--- src/hw/rtl/tsde_pkg.sv ---
package tsde_pkg;

	// marker and window geometry
	localparam int MARK_LEN    = 29;
	localparam int TAIL_MARGIN = 64;
	localparam int POS_BITS    = 32;
	localparam int CFG_BITS    = 32;
	localparam int VALUE_BITS  = 64;
	localparam int BYTE_BITS   = 8;
	localparam int NEED_LEN    = MARK_LEN + TAIL_MARGIN;

	localparam logic [MARK_LEN*BYTE_BITS-1:0] MARKER = "UUUBURNXXOEUZX7+A-XY5601QQWWZ";

	// configuration register indexes
	localparam logic [1:0] CFG_SCAN_START    = 2'd0;
	localparam logic [1:0] CFG_SCAN_LIMIT    = 2'd1;
	localparam logic [1:0] CFG_BUFFER_LENGTH = 2'd2;

	// position counters
	localparam logic [POS_BITS-1:0] POS_MAX   = {POS_BITS{1'b1}};
	localparam logic [POS_BITS-1:0] CAND_INIT = POS_BITS'(0) - POS_BITS'(MARK_LEN - 1);
	localparam logic [POS_BITS-1:0] CAND_SAT  = POS_MAX - POS_BITS'(MARK_LEN - 1);

	typedef enum logic [1:0] {
		PH_SEARCH,
		PH_LEAD,
		PH_DIGITS,
		PH_DONE
	} phase_t;

endpackage

--- src/hw/rtl/tsde_if.sv ---
// input byte channel
interface tsde_in_if;
	logic       valid;
	logic       ready;
	logic [7:0] data_byte;
	logic       last_byte;

	modport source (output valid, output data_byte, output last_byte, input ready);
	modport sink   (input valid, input data_byte, input last_byte, output ready);
endinterface

// result channel
interface tsde_out_if;
	logic        valid;
	logic        ready;
	logic        found;
	logic [31:0] match_position;
	logic [63:0] parsed_value;

	modport source (output valid, output found, output match_position,
		output parsed_value, input ready);
	modport sink   (input valid, input found, input match_position,
		input parsed_value, output ready);
endinterface

--- src/hw/rtl/tag_scan_decimal_extract.sv ---
// Channel   Dir  Beat contents                               Handshake
// in_ch     in   data_byte[7:0], last_byte                   valid/ready
// out_ch    out  found, match_position[31:0], parsed_value   valid/ready
// cfg       in   cfg_index[1:0], cfg_data[31:0]              cfg_we, no wait
//
// One byte per cycle while the input side is not stalled. A result is valid once the
// beat carrying last_byte has passed the input register and then the result register.
// The input side stalls only while a final-byte beat waits in the input
// register and the result register still holds an untaken result.
// Reset clears all control state at once; there is no clearing pass.
module tag_scan_decimal_extract (
	input  logic                          clk,
	input  logic                          arst_n,
	tsde_in_if.sink                       in_ch,
	tsde_out_if.source                    out_ch,
	input  logic                          cfg_we,
	input  logic [1:0]                    cfg_index,
	input  logic [tsde_pkg::CFG_BITS-1:0] cfg_data
);
	import tsde_pkg::*;

	// configuration and derived window bound
	logic [CFG_BITS-1:0] scan_start_q;
	logic [CFG_BITS-1:0] scan_limit_q;
	logic [CFG_BITS-1:0] buffer_length_q;
	logic                win_ok_q;
	logic [CFG_BITS-1:0] win_end_q;

	// input register
	logic                 valid_s1;
	logic [BYTE_BITS-1:0] byte_s1;
	logic                 last_s1;

	// per-buffer state
	logic [MARK_LEN*BYTE_BITS-1:0] win_q;
	logic [POS_BITS-1:0]           cand_q;
	logic                          full_q;
	phase_t                        phase_q;
	phase_t                        phase_d;
	logic [VALUE_BITS-1:0]         acc_q;
	logic                          neg_q;
	logic [POS_BITS-1:0]           found_pos_q;

	// result register
	logic                  out_valid_q;
	logic                  out_found_q;
	logic [POS_BITS-1:0]   out_pos_q;
	logic [VALUE_BITS-1:0] out_value_q;

	// datapath signals
	logic                          step;
	logic                          advance;
	logic [MARK_LEN*BYTE_BITS-1:0] win_d;
	logic                          is_space;
	logic                          is_digit;
	logic                          is_sign;
	logic                          hit;
	logic [VALUE_BITS-1:0]         digit_ext;
	logic [VALUE_BITS-1:0]         acc_step;
	logic [VALUE_BITS-1:0]         acc_d;
	logic                          neg_d;
	logic [POS_BITS-1:0]           found_pos_d;

	// effective window length: the smaller of limit and length, taking in a write to either
	logic [CFG_BITS-1:0] eff_len;
	always_comb begin
		eff_len = scan_limit_q < buffer_length_q ? scan_limit_q : buffer_length_q;
		if (cfg_index == CFG_SCAN_LIMIT) begin
			eff_len = cfg_data < buffer_length_q ? cfg_data : buffer_length_q;
		end else if (cfg_index == CFG_BUFFER_LENGTH) begin
			eff_len = scan_limit_q < cfg_data ? scan_limit_q : cfg_data;
		end
	end

	// configuration writes
	always_ff @(posedge clk or negedge arst_n) begin
		if (!arst_n) begin
			scan_start_q    <= '0;
			scan_limit_q    <= '1;
			buffer_length_q <= '0;
			win_ok_q        <= 1'b0;
			win_end_q       <= '0;
		end else if (cfg_we) begin
			case (cfg_index)
				CFG_SCAN_START:    scan_start_q <= cfg_data;
				CFG_SCAN_LIMIT:    scan_limit_q <= cfg_data;
				CFG_BUFFER_LENGTH: buffer_length_q <= cfg_data;
				default: ;
			endcase
			if (cfg_index == CFG_SCAN_LIMIT || cfg_index == CFG_BUFFER_LENGTH) begin
				win_ok_q  <= eff_len >= CFG_BITS'(NEED_LEN);
				win_end_q <= eff_len - CFG_BITS'(NEED_LEN);
			end
		end
	end

	// handshake: only a final byte waits for the result register
	assign advance     = !last_s1 || !out_valid_q || out_ch.ready;
	assign step        = valid_s1 && advance;
	assign in_ch.ready = !valid_s1 || advance;

	always_ff @(posedge clk or negedge arst_n) begin
		if (!arst_n) begin
			valid_s1 <= 1'b0;
		end else if (in_ch.valid && in_ch.ready) begin
			valid_s1 <= 1'b1;
		end else if (advance) begin
			valid_s1 <= 1'b0;
		end
	end

	always_ff @(posedge clk) begin
		if (in_ch.valid && in_ch.ready) begin
			byte_s1 <= in_ch.data_byte;
			last_s1 <= in_ch.last_byte;
		end
	end

	// byte classes
	always_comb begin
		is_space = 1'b0;
		is_digit = 1'b0;
		is_sign  = 1'b0;
		case (byte_s1) inside
			[8'd9:8'd13], 8'd32: is_space = 1'b1;
			[8'd48:8'd57]:       is_digit = 1'b1;
			8'd43, 8'd45:        is_sign  = 1'b1;
			default: ;
		endcase
	end

	// marker compare on the shifted window
	assign win_d = {win_q[(MARK_LEN-1)*BYTE_BITS-1:0], byte_s1};
	assign hit   = full_q && (win_d == MARKER) && win_ok_q &&
		(cand_q >= scan_start_q) && (cand_q < win_end_q);

	// next phase
	always_comb begin
		phase_d = phase_q;
		case (phase_q)
			PH_SEARCH: begin
				if (hit) phase_d = PH_LEAD;
			end
			PH_LEAD: begin
				if (is_sign || is_digit) phase_d = PH_DIGITS;
				else if (!is_space)      phase_d = PH_DONE;
			end
			PH_DIGITS: begin
				if (!is_digit) phase_d = PH_DONE;
			end
			default: ;
		endcase
	end

	// accumulator keeps the signed value: acc*10 +/- digit
	assign digit_ext = VALUE_BITS'(byte_s1 - 8'd48);
	assign acc_step  = (acc_q << 3) + (acc_q << 1) +
		(neg_q ? (~digit_ext + VALUE_BITS'(1)) : digit_ext);

	always_comb begin
		acc_d       = acc_q;
		neg_d       = neg_q;
		found_pos_d = found_pos_q;
		case (phase_q)
			PH_SEARCH: begin
				if (hit) found_pos_d = cand_q;
			end
			PH_LEAD: begin
				if (is_sign)       neg_d = (byte_s1 == 8'd45);
				else if (is_digit) acc_d = digit_ext;
			end
			PH_DIGITS: begin
				if (is_digit) acc_d = acc_step;
			end
			default: ;
		endcase
	end

	// per-buffer state update
	always_ff @(posedge clk or negedge arst_n) begin
		if (!arst_n) begin
			cand_q      <= CAND_INIT;
			full_q      <= 1'b0;
			phase_q     <= PH_SEARCH;
			acc_q       <= '0;
			neg_q       <= 1'b0;
			found_pos_q <= '0;
		end else if (step) begin
			if (last_s1) begin
				cand_q      <= CAND_INIT;
				full_q      <= 1'b0;
				phase_q     <= PH_SEARCH;
				acc_q       <= '0;
				neg_q       <= 1'b0;
				found_pos_q <= '0;
			end else begin
				if (cand_q != CAND_SAT) cand_q <= cand_q + POS_BITS'(1);
				full_q      <= full_q || (cand_q == POS_MAX);
				phase_q     <= phase_d;
				acc_q       <= acc_d;
				neg_q       <= neg_d;
				found_pos_q <= found_pos_d;
			end
		end
	end

	// byte window shifts only while searching; the compare is gated by full_q
	always_ff @(posedge clk) begin
		if (step && phase_q == PH_SEARCH) begin
			win_q <= win_d;
		end
	end

	// result register
	always_ff @(posedge clk or negedge arst_n) begin
		if (!arst_n) begin
			out_valid_q <= 1'b0;
		end else if (step && last_s1) begin
			out_valid_q <= 1'b1;
		end else if (out_ch.ready) begin
			out_valid_q <= 1'b0;
		end
	end

	always_ff @(posedge clk) begin
		if (step && last_s1) begin
			out_found_q <= phase_d != PH_SEARCH;
			out_pos_q   <= (phase_d != PH_SEARCH) ? found_pos_d : '0;
			out_value_q <= (phase_d != PH_SEARCH) ? acc_d : '0;
		end
	end

	assign out_ch.valid          = out_valid_q;
	assign out_ch.found          = out_found_q;
	assign out_ch.match_position = out_pos_q;
	assign out_ch.parsed_value   = out_value_q;

	// input stalls only behind a waiting result
	a_stall_cause: assert property (@(posedge clk) disable iff (!arst_n)
		!in_ch.ready |-> (valid_s1 && last_s1 && out_valid_q && !out_ch.ready))
		else $error("input stalled without a pending result");

	// a not-found result carries zero payload
	a_not_found_zero: assert property (@(posedge clk) disable iff (!arst_n)
		(out_valid_q && !out_found_q) |-> (out_pos_q == '0 && out_value_q == '0))
		else $error("not-found result with nonzero payload");

	// while searching, the number state stays clear
	a_search_clear: assert property (@(posedge clk) disable iff (!arst_n)
		(phase_q == PH_SEARCH) |-> (acc_q == '0 && !neg_q && found_pos_q == '0))
		else $error("number state set while searching");

	// a final beat returns the buffer state to its start
	a_end_clears: assert property (@(posedge clk) disable iff (!arst_n)
		(step && last_s1) |=> (phase_q == PH_SEARCH && !full_q && cand_q == CAND_INIT))
		else $error("buffer state not cleared after final byte");

endmodule
--- src/flat_wrapper.sv ---
// flat-port wrapper written by rule: the top's interface ports become plain ports
module tag_scan_decimal_extract_flat import tsde_pkg::*;
  (clk, arst_n, cfg_we, cfg_index, cfg_data, in_ch_valid, in_ch_data_byte, in_ch_last_byte, in_ch_ready, out_ch_valid, out_ch_found, out_ch_match_position, out_ch_parsed_value, out_ch_ready);
  tsde_in_if in_ch_i ();
  tsde_out_if out_ch_i ();
  input  logic clk;
  input  logic arst_n;
  input  logic cfg_we;
  input  logic [1:0] cfg_index;
  input  logic [tsde_pkg::CFG_BITS-1:0] cfg_data;
  input wire logic [$bits(in_ch_i.valid)-1:0] in_ch_valid;
  input wire logic [$bits(in_ch_i.data_byte)-1:0] in_ch_data_byte;
  input wire logic [$bits(in_ch_i.last_byte)-1:0] in_ch_last_byte;
  output wire logic [$bits(in_ch_i.ready)-1:0] in_ch_ready;
  output wire logic [$bits(out_ch_i.valid)-1:0] out_ch_valid;
  output wire logic [$bits(out_ch_i.found)-1:0] out_ch_found;
  output wire logic [$bits(out_ch_i.match_position)-1:0] out_ch_match_position;
  output wire logic [$bits(out_ch_i.parsed_value)-1:0] out_ch_parsed_value;
  input wire logic [$bits(out_ch_i.ready)-1:0] out_ch_ready;
  assign in_ch_i.valid = in_ch_valid;
  assign in_ch_i.data_byte = in_ch_data_byte;
  assign in_ch_i.last_byte = in_ch_last_byte;
  assign in_ch_ready = in_ch_i.ready;
  assign out_ch_valid = out_ch_i.valid;
  assign out_ch_found = out_ch_i.found;
  assign out_ch_match_position = out_ch_i.match_position;
  assign out_ch_parsed_value = out_ch_i.parsed_value;
  assign out_ch_i.ready = out_ch_ready;
  tag_scan_decimal_extract u_core (.clk(clk), .arst_n(arst_n), .in_ch(in_ch_i), .out_ch(out_ch_i), .cfg_we(cfg_we), .cfg_index(cfg_index), .cfg_data(cfg_data));
endmodule
--- config.mk ---
export PLATFORM = sky130hd
export DESIGN_NAME = tag_scan_decimal_extract_flat
export DESIGN_NICKNAME = d
export VERILOG_FILES = /design/src/hw/rtl/tsde_pkg.sv /design/src/hw/rtl/tsde_if.sv /design/src/hw/rtl/tag_scan_decimal_extract.sv /design/src/flat_wrapper.sv
export SDC_FILE = /design/constraint.sdc
export NUM_CORES = 1
export LEC_CHECK = 0
export BUFFER_PORTS_ARGS = -buffer_cell sky130_fd_sc_hd__clkbuf_2
export CORE_MARGIN = 5
export CORE_UTILIZATION = 40
export CTS_BUF_LIST = sky130_fd_sc_hd__clkbuf_4
export CTS_CLUSTER_SIZE = 24
export DETAILED_ROUTE_END_ITERATION = 8
export PLACE_DENSITY = 0.58
export SETUP_SLACK_MARGIN = 0.5
export SKIP_LAST_GASP = 1
export SYNTH_ARGS = -nofsm -noshare
export SYNTH_HDL_FRONTEND = slang
export SYNTH_SLANG_ARGS = --single-unit
--- constraint.sdc ---
create_clock -name clk -period 16 [get_ports clk]
set_input_delay 4.8 -clock clk [delete_from_list [all_inputs] [get_ports clk]]
set_output_delay 4.8 -clock clk [all_outputs]
set_load 0.01 [all_outputs]
==> run metrics <==
Die ar.=0.09534 mm^2; share of cells above drive strength 1=0.1501; RSZ-0062 raised after global routing=no; critical path arrival=5.25 ns; slew margin rel.=0.1917; Longest Clk Path Bufs=3; htree depth=4; cts repair resizes=0; Comb pwr share=0.271; CP startpoint=out_ch_ready; worst hold start=u_core.win_q[7]; hold crit path type=reg -> reg; cell breakdown of the critical path=clkbuf_2, nand4b_1, clkbuf_2; antenna violations before repair=4; clk sinks=593; Seq cells post-synth=593; TritonRoute pass-1 iters=6; synth unique cells=89; complex-gate fraction of the synthesized area=0.1546; final setup violating endpoints=0; total number of vias=27860; IO Port Bufs=146; I/O Pins=147; clk_lat worst skew=1.04 ns; post-synthesis mux area share=0.02600; Worst Tran Pin Value=1.213 ns; grt total ovfl=0; crit-path max FO=3; Worst path most repeated cell=clkbuf_2; P_sw=1.788 mW; Routed Antenna Nets=0; first-pass GRT wire length=160.9 mm; # Post-CTS Setup Buffers=0; status=complete, no violations; Sequential Power Share=0.431; mean area per synthesized cell=9.921 um^2; CP required=11.20 ns; leak pwr=17.26 nW; XOR/XNOR share of the synthesized area=0.02674; DP Wirelength=75.29 mm; max cap viols=0; ys flop type=edfxtp_1; Post-Synth Adder-Cell Area=0.1225; Post-Synth Simple-Gate Area=0.1490; Initial Util=0.4034; nets=4159; syn nets=3960; CTS clk-pin slew, worst paths=0.07 ns; Worst path slowest cell=nand4b_1; CTS tree=built; Die W=308.8 um; part of the power in the clock network=0.298; main combinational cell family by area after synthesis=compound AO/OA/AOI/OAI gates; core area=0.08851 mm^2; PD cells=123.3 mW/mm^2; Pint=3.125 mW; Peak VDD IR=0.0001044 V; Worst R2R Start=u_core.byte_s1[4]; clock tree root driver cell=clkbuf_4; switching part of the total=0.3639; DR WL/cell=20.47 um; CP Class=in -> out; Post-CTS Hold Buffers=0; CTS Buf Count=166; synth warn=0; Post-synth EDFFs=330; post-synthesis instance total=3599; filler cell count=8502; DR vias/cell=5.464; Async S/R FF share, synth=0.4435; min cycle time layout=10.05 ns; GRT Total Usage=0.2161; period utilization=0.6282; upper clock frequency limit=99.49 MHz; Die H=308.8 um; area added between synthesis and finish=11.59%; CP endpoint kind=output pin; DRC=0; setup TNS=0 ns; crit path launch type=input port; Max stage delay on crit path=0.20 ns; Detailed Route Iter0 Violations=2321; mapped cell area=0.03571 mm^2; Slew Viols, Final=0; final hold vios=0; Placement Rows=109; total power=4.912 mW; vias in the first global route=27180; Clock Skews=0.08688 ns; routed wire length=104.4 mm; GPL Wtd Cong=0.9114; sequential area share after synthesis=0.4640; largest net degree at the start of global routing=194
-- sequential cells by signal, indices dropped and copies added (netlist names), 2 cells and up --
signal,count
u_core.win_end_q,32
u_core.cand_q,32
u_core.byte_s1,8
u_core.out_ch.parsed_value,64
u_core.out_ch.match_position,32
u_core.scan_limit_q,32
u_core.win_q,224
u_core.found_pos_q,32
u_core.buffer_length_q,32
u_core.acc_q,64
u_core.scan_start_q,32
u_core.phase_q,2
-- stage by stage --
step           setup slack (ns)    util  hold slack, ns  area (um^2)  instances
2_1_floorplan             4.235       -          0.4168        35710       3599
3_3_place_gp              5.952  0.4251          0.4210        37620       4795
3_5_place_dp              5.943  0.4251          0.4259        37620       4795
4_1_cts                   5.943  0.4501          0.4166        39840       5096
5_1_grt                   5.910  0.4501          0.4449        39840       5098
6_report                  5.949  0.4502          0.4238        39840       5099
-- area by class of cell --
| type | instances | area (um^2) | share of cell area |
|---|---|---|---|
| diodes | 3 | 7.507 | 0.0001884 |
| multi-input cells | 2478 | 17160 | 0.4306 |
| well taps | 1165 | 1458 | 0.03658 |
| clock inverters | 45 | 291.5 | 0.007317 |
| flip-flops and latches | 593 | 16570 | 0.4158 |
| repair buffers | 182 | 1023 | 0.02569 |
| clock buffers | 256 | 1922 | 0.04823 |
| inverters | 377 | 1418 | 0.03558 |
-- worst max-delay path: cells and delay by family --
family | cells | cell delay, ns
buf+inv | 2 | 0.25
simple gates | 1 | 0.20
-- power groups by stage --
stage | clock, mW | sequential [mW] | combinational (mW)
2_1_floorplan | 0 | 2.08 | 0.944
3_3_place_gp | 0 | 2.14 | 1.31
4_1_cts | 1.51 | 2.11 | 1.33
5_1_grt | 1.60 | 2.14 | 1.49
3_5_place_dp | 0 | 2.14 | 1.33
6_report | 1.46 | 2.12 | 1.33
-- path summary, 6_finish.rpt --
path	cells past startpoint	end	slack, ns
worst max-delay path	3	in_ch_ready	5.95
worst min-delay path	0	u_core.win_q[15]	0.42
worst max register to register	22	u_core.out_ch.parsed_value[62]	7.97
worst min register to register	0	u_core.win_q[15]	0.42
max in group asynchronous	3	u_core.found_pos_q[20]	10.16
min in group asynchronous	1	u_core.valid_s1	3.76
-- layer usage --
| layer | wire, um | GRT usage | vias up | part of all wire |
|---|---|---|---|---|
| li1 | - | - | 13400 | - |
| met1 | 48360 | 0.3054 | 13430 | 0.46 |
| met2 | 46940 | 0.3371 | 878 | 0.45 |
| met3 | 6563 | 0.04286 | 153 | 0.063 |
| met4 | 2516 | 0.06957 | 0 | 0.024 |
| met5 | 0 | 0 | - | 0 |
-- kinds of logic after synthesis --
| kind of cell | count (synthesis) |
|---|---|
| buf+inv | 528 |
| compound gates | 903 |
| simple gates | 1064 |
| flops | 593 |
| mux | 89 |
| xor+xnor | 109 |
| fa+ha+maj | 313 |
-- cell usage in the layout (no fill, tap or decap), types with 18 or more instances in the layout --
master	count
dfrtp_1	203
nor2b_1	44
a21oi_1	262
nor2_1	163
mux2_2	25
dfstp_2	60
nor3_1	55
clkbuf_4	256
xor2_1	49
mux2i_1	62
a21o_1	60
buf_4	35
nand4_1	80
o22ai_1	41
inv_1	375
clkbuf_2	145
edfxtp_1	330
ha_1	251
and2_1	40
nand2_1	438
nor4bb_1	31
fa_1	61
clkinv_1	27
o21a_1	18
a211oi_1	54
xnor2_1	60
and3_1	27
o21ai_0	293
nor4_1	27
nor4b_1	21
nand3_1	57
-- cells in the mapped netlist, types with 45 or more instances --
master,instances,area (um^2)
a21oi_1,264,1321
dfstp_2,60,1577
a211oi_1,54,405.4
nand2_1,443,1663
nor2b_1,45,281.5
o21ai_0,293,1466
xor2_1,49,429.2
nand3_1,57,285.3
a21o_1,60,450.4
dfrtp_1,203,5080
nor3_1,55,275.3
clkbuf_1,129,484.2
mux2i_1,62,620.6
fa_1,61,1221
edfxtp_1,330,9910
inv_1,376,1411
nor2_1,167,626.9
nand4_1,80,500.5
ha_1,252,3153
xnor2_1,60,525.5
(Power assumes the default switching activity.)
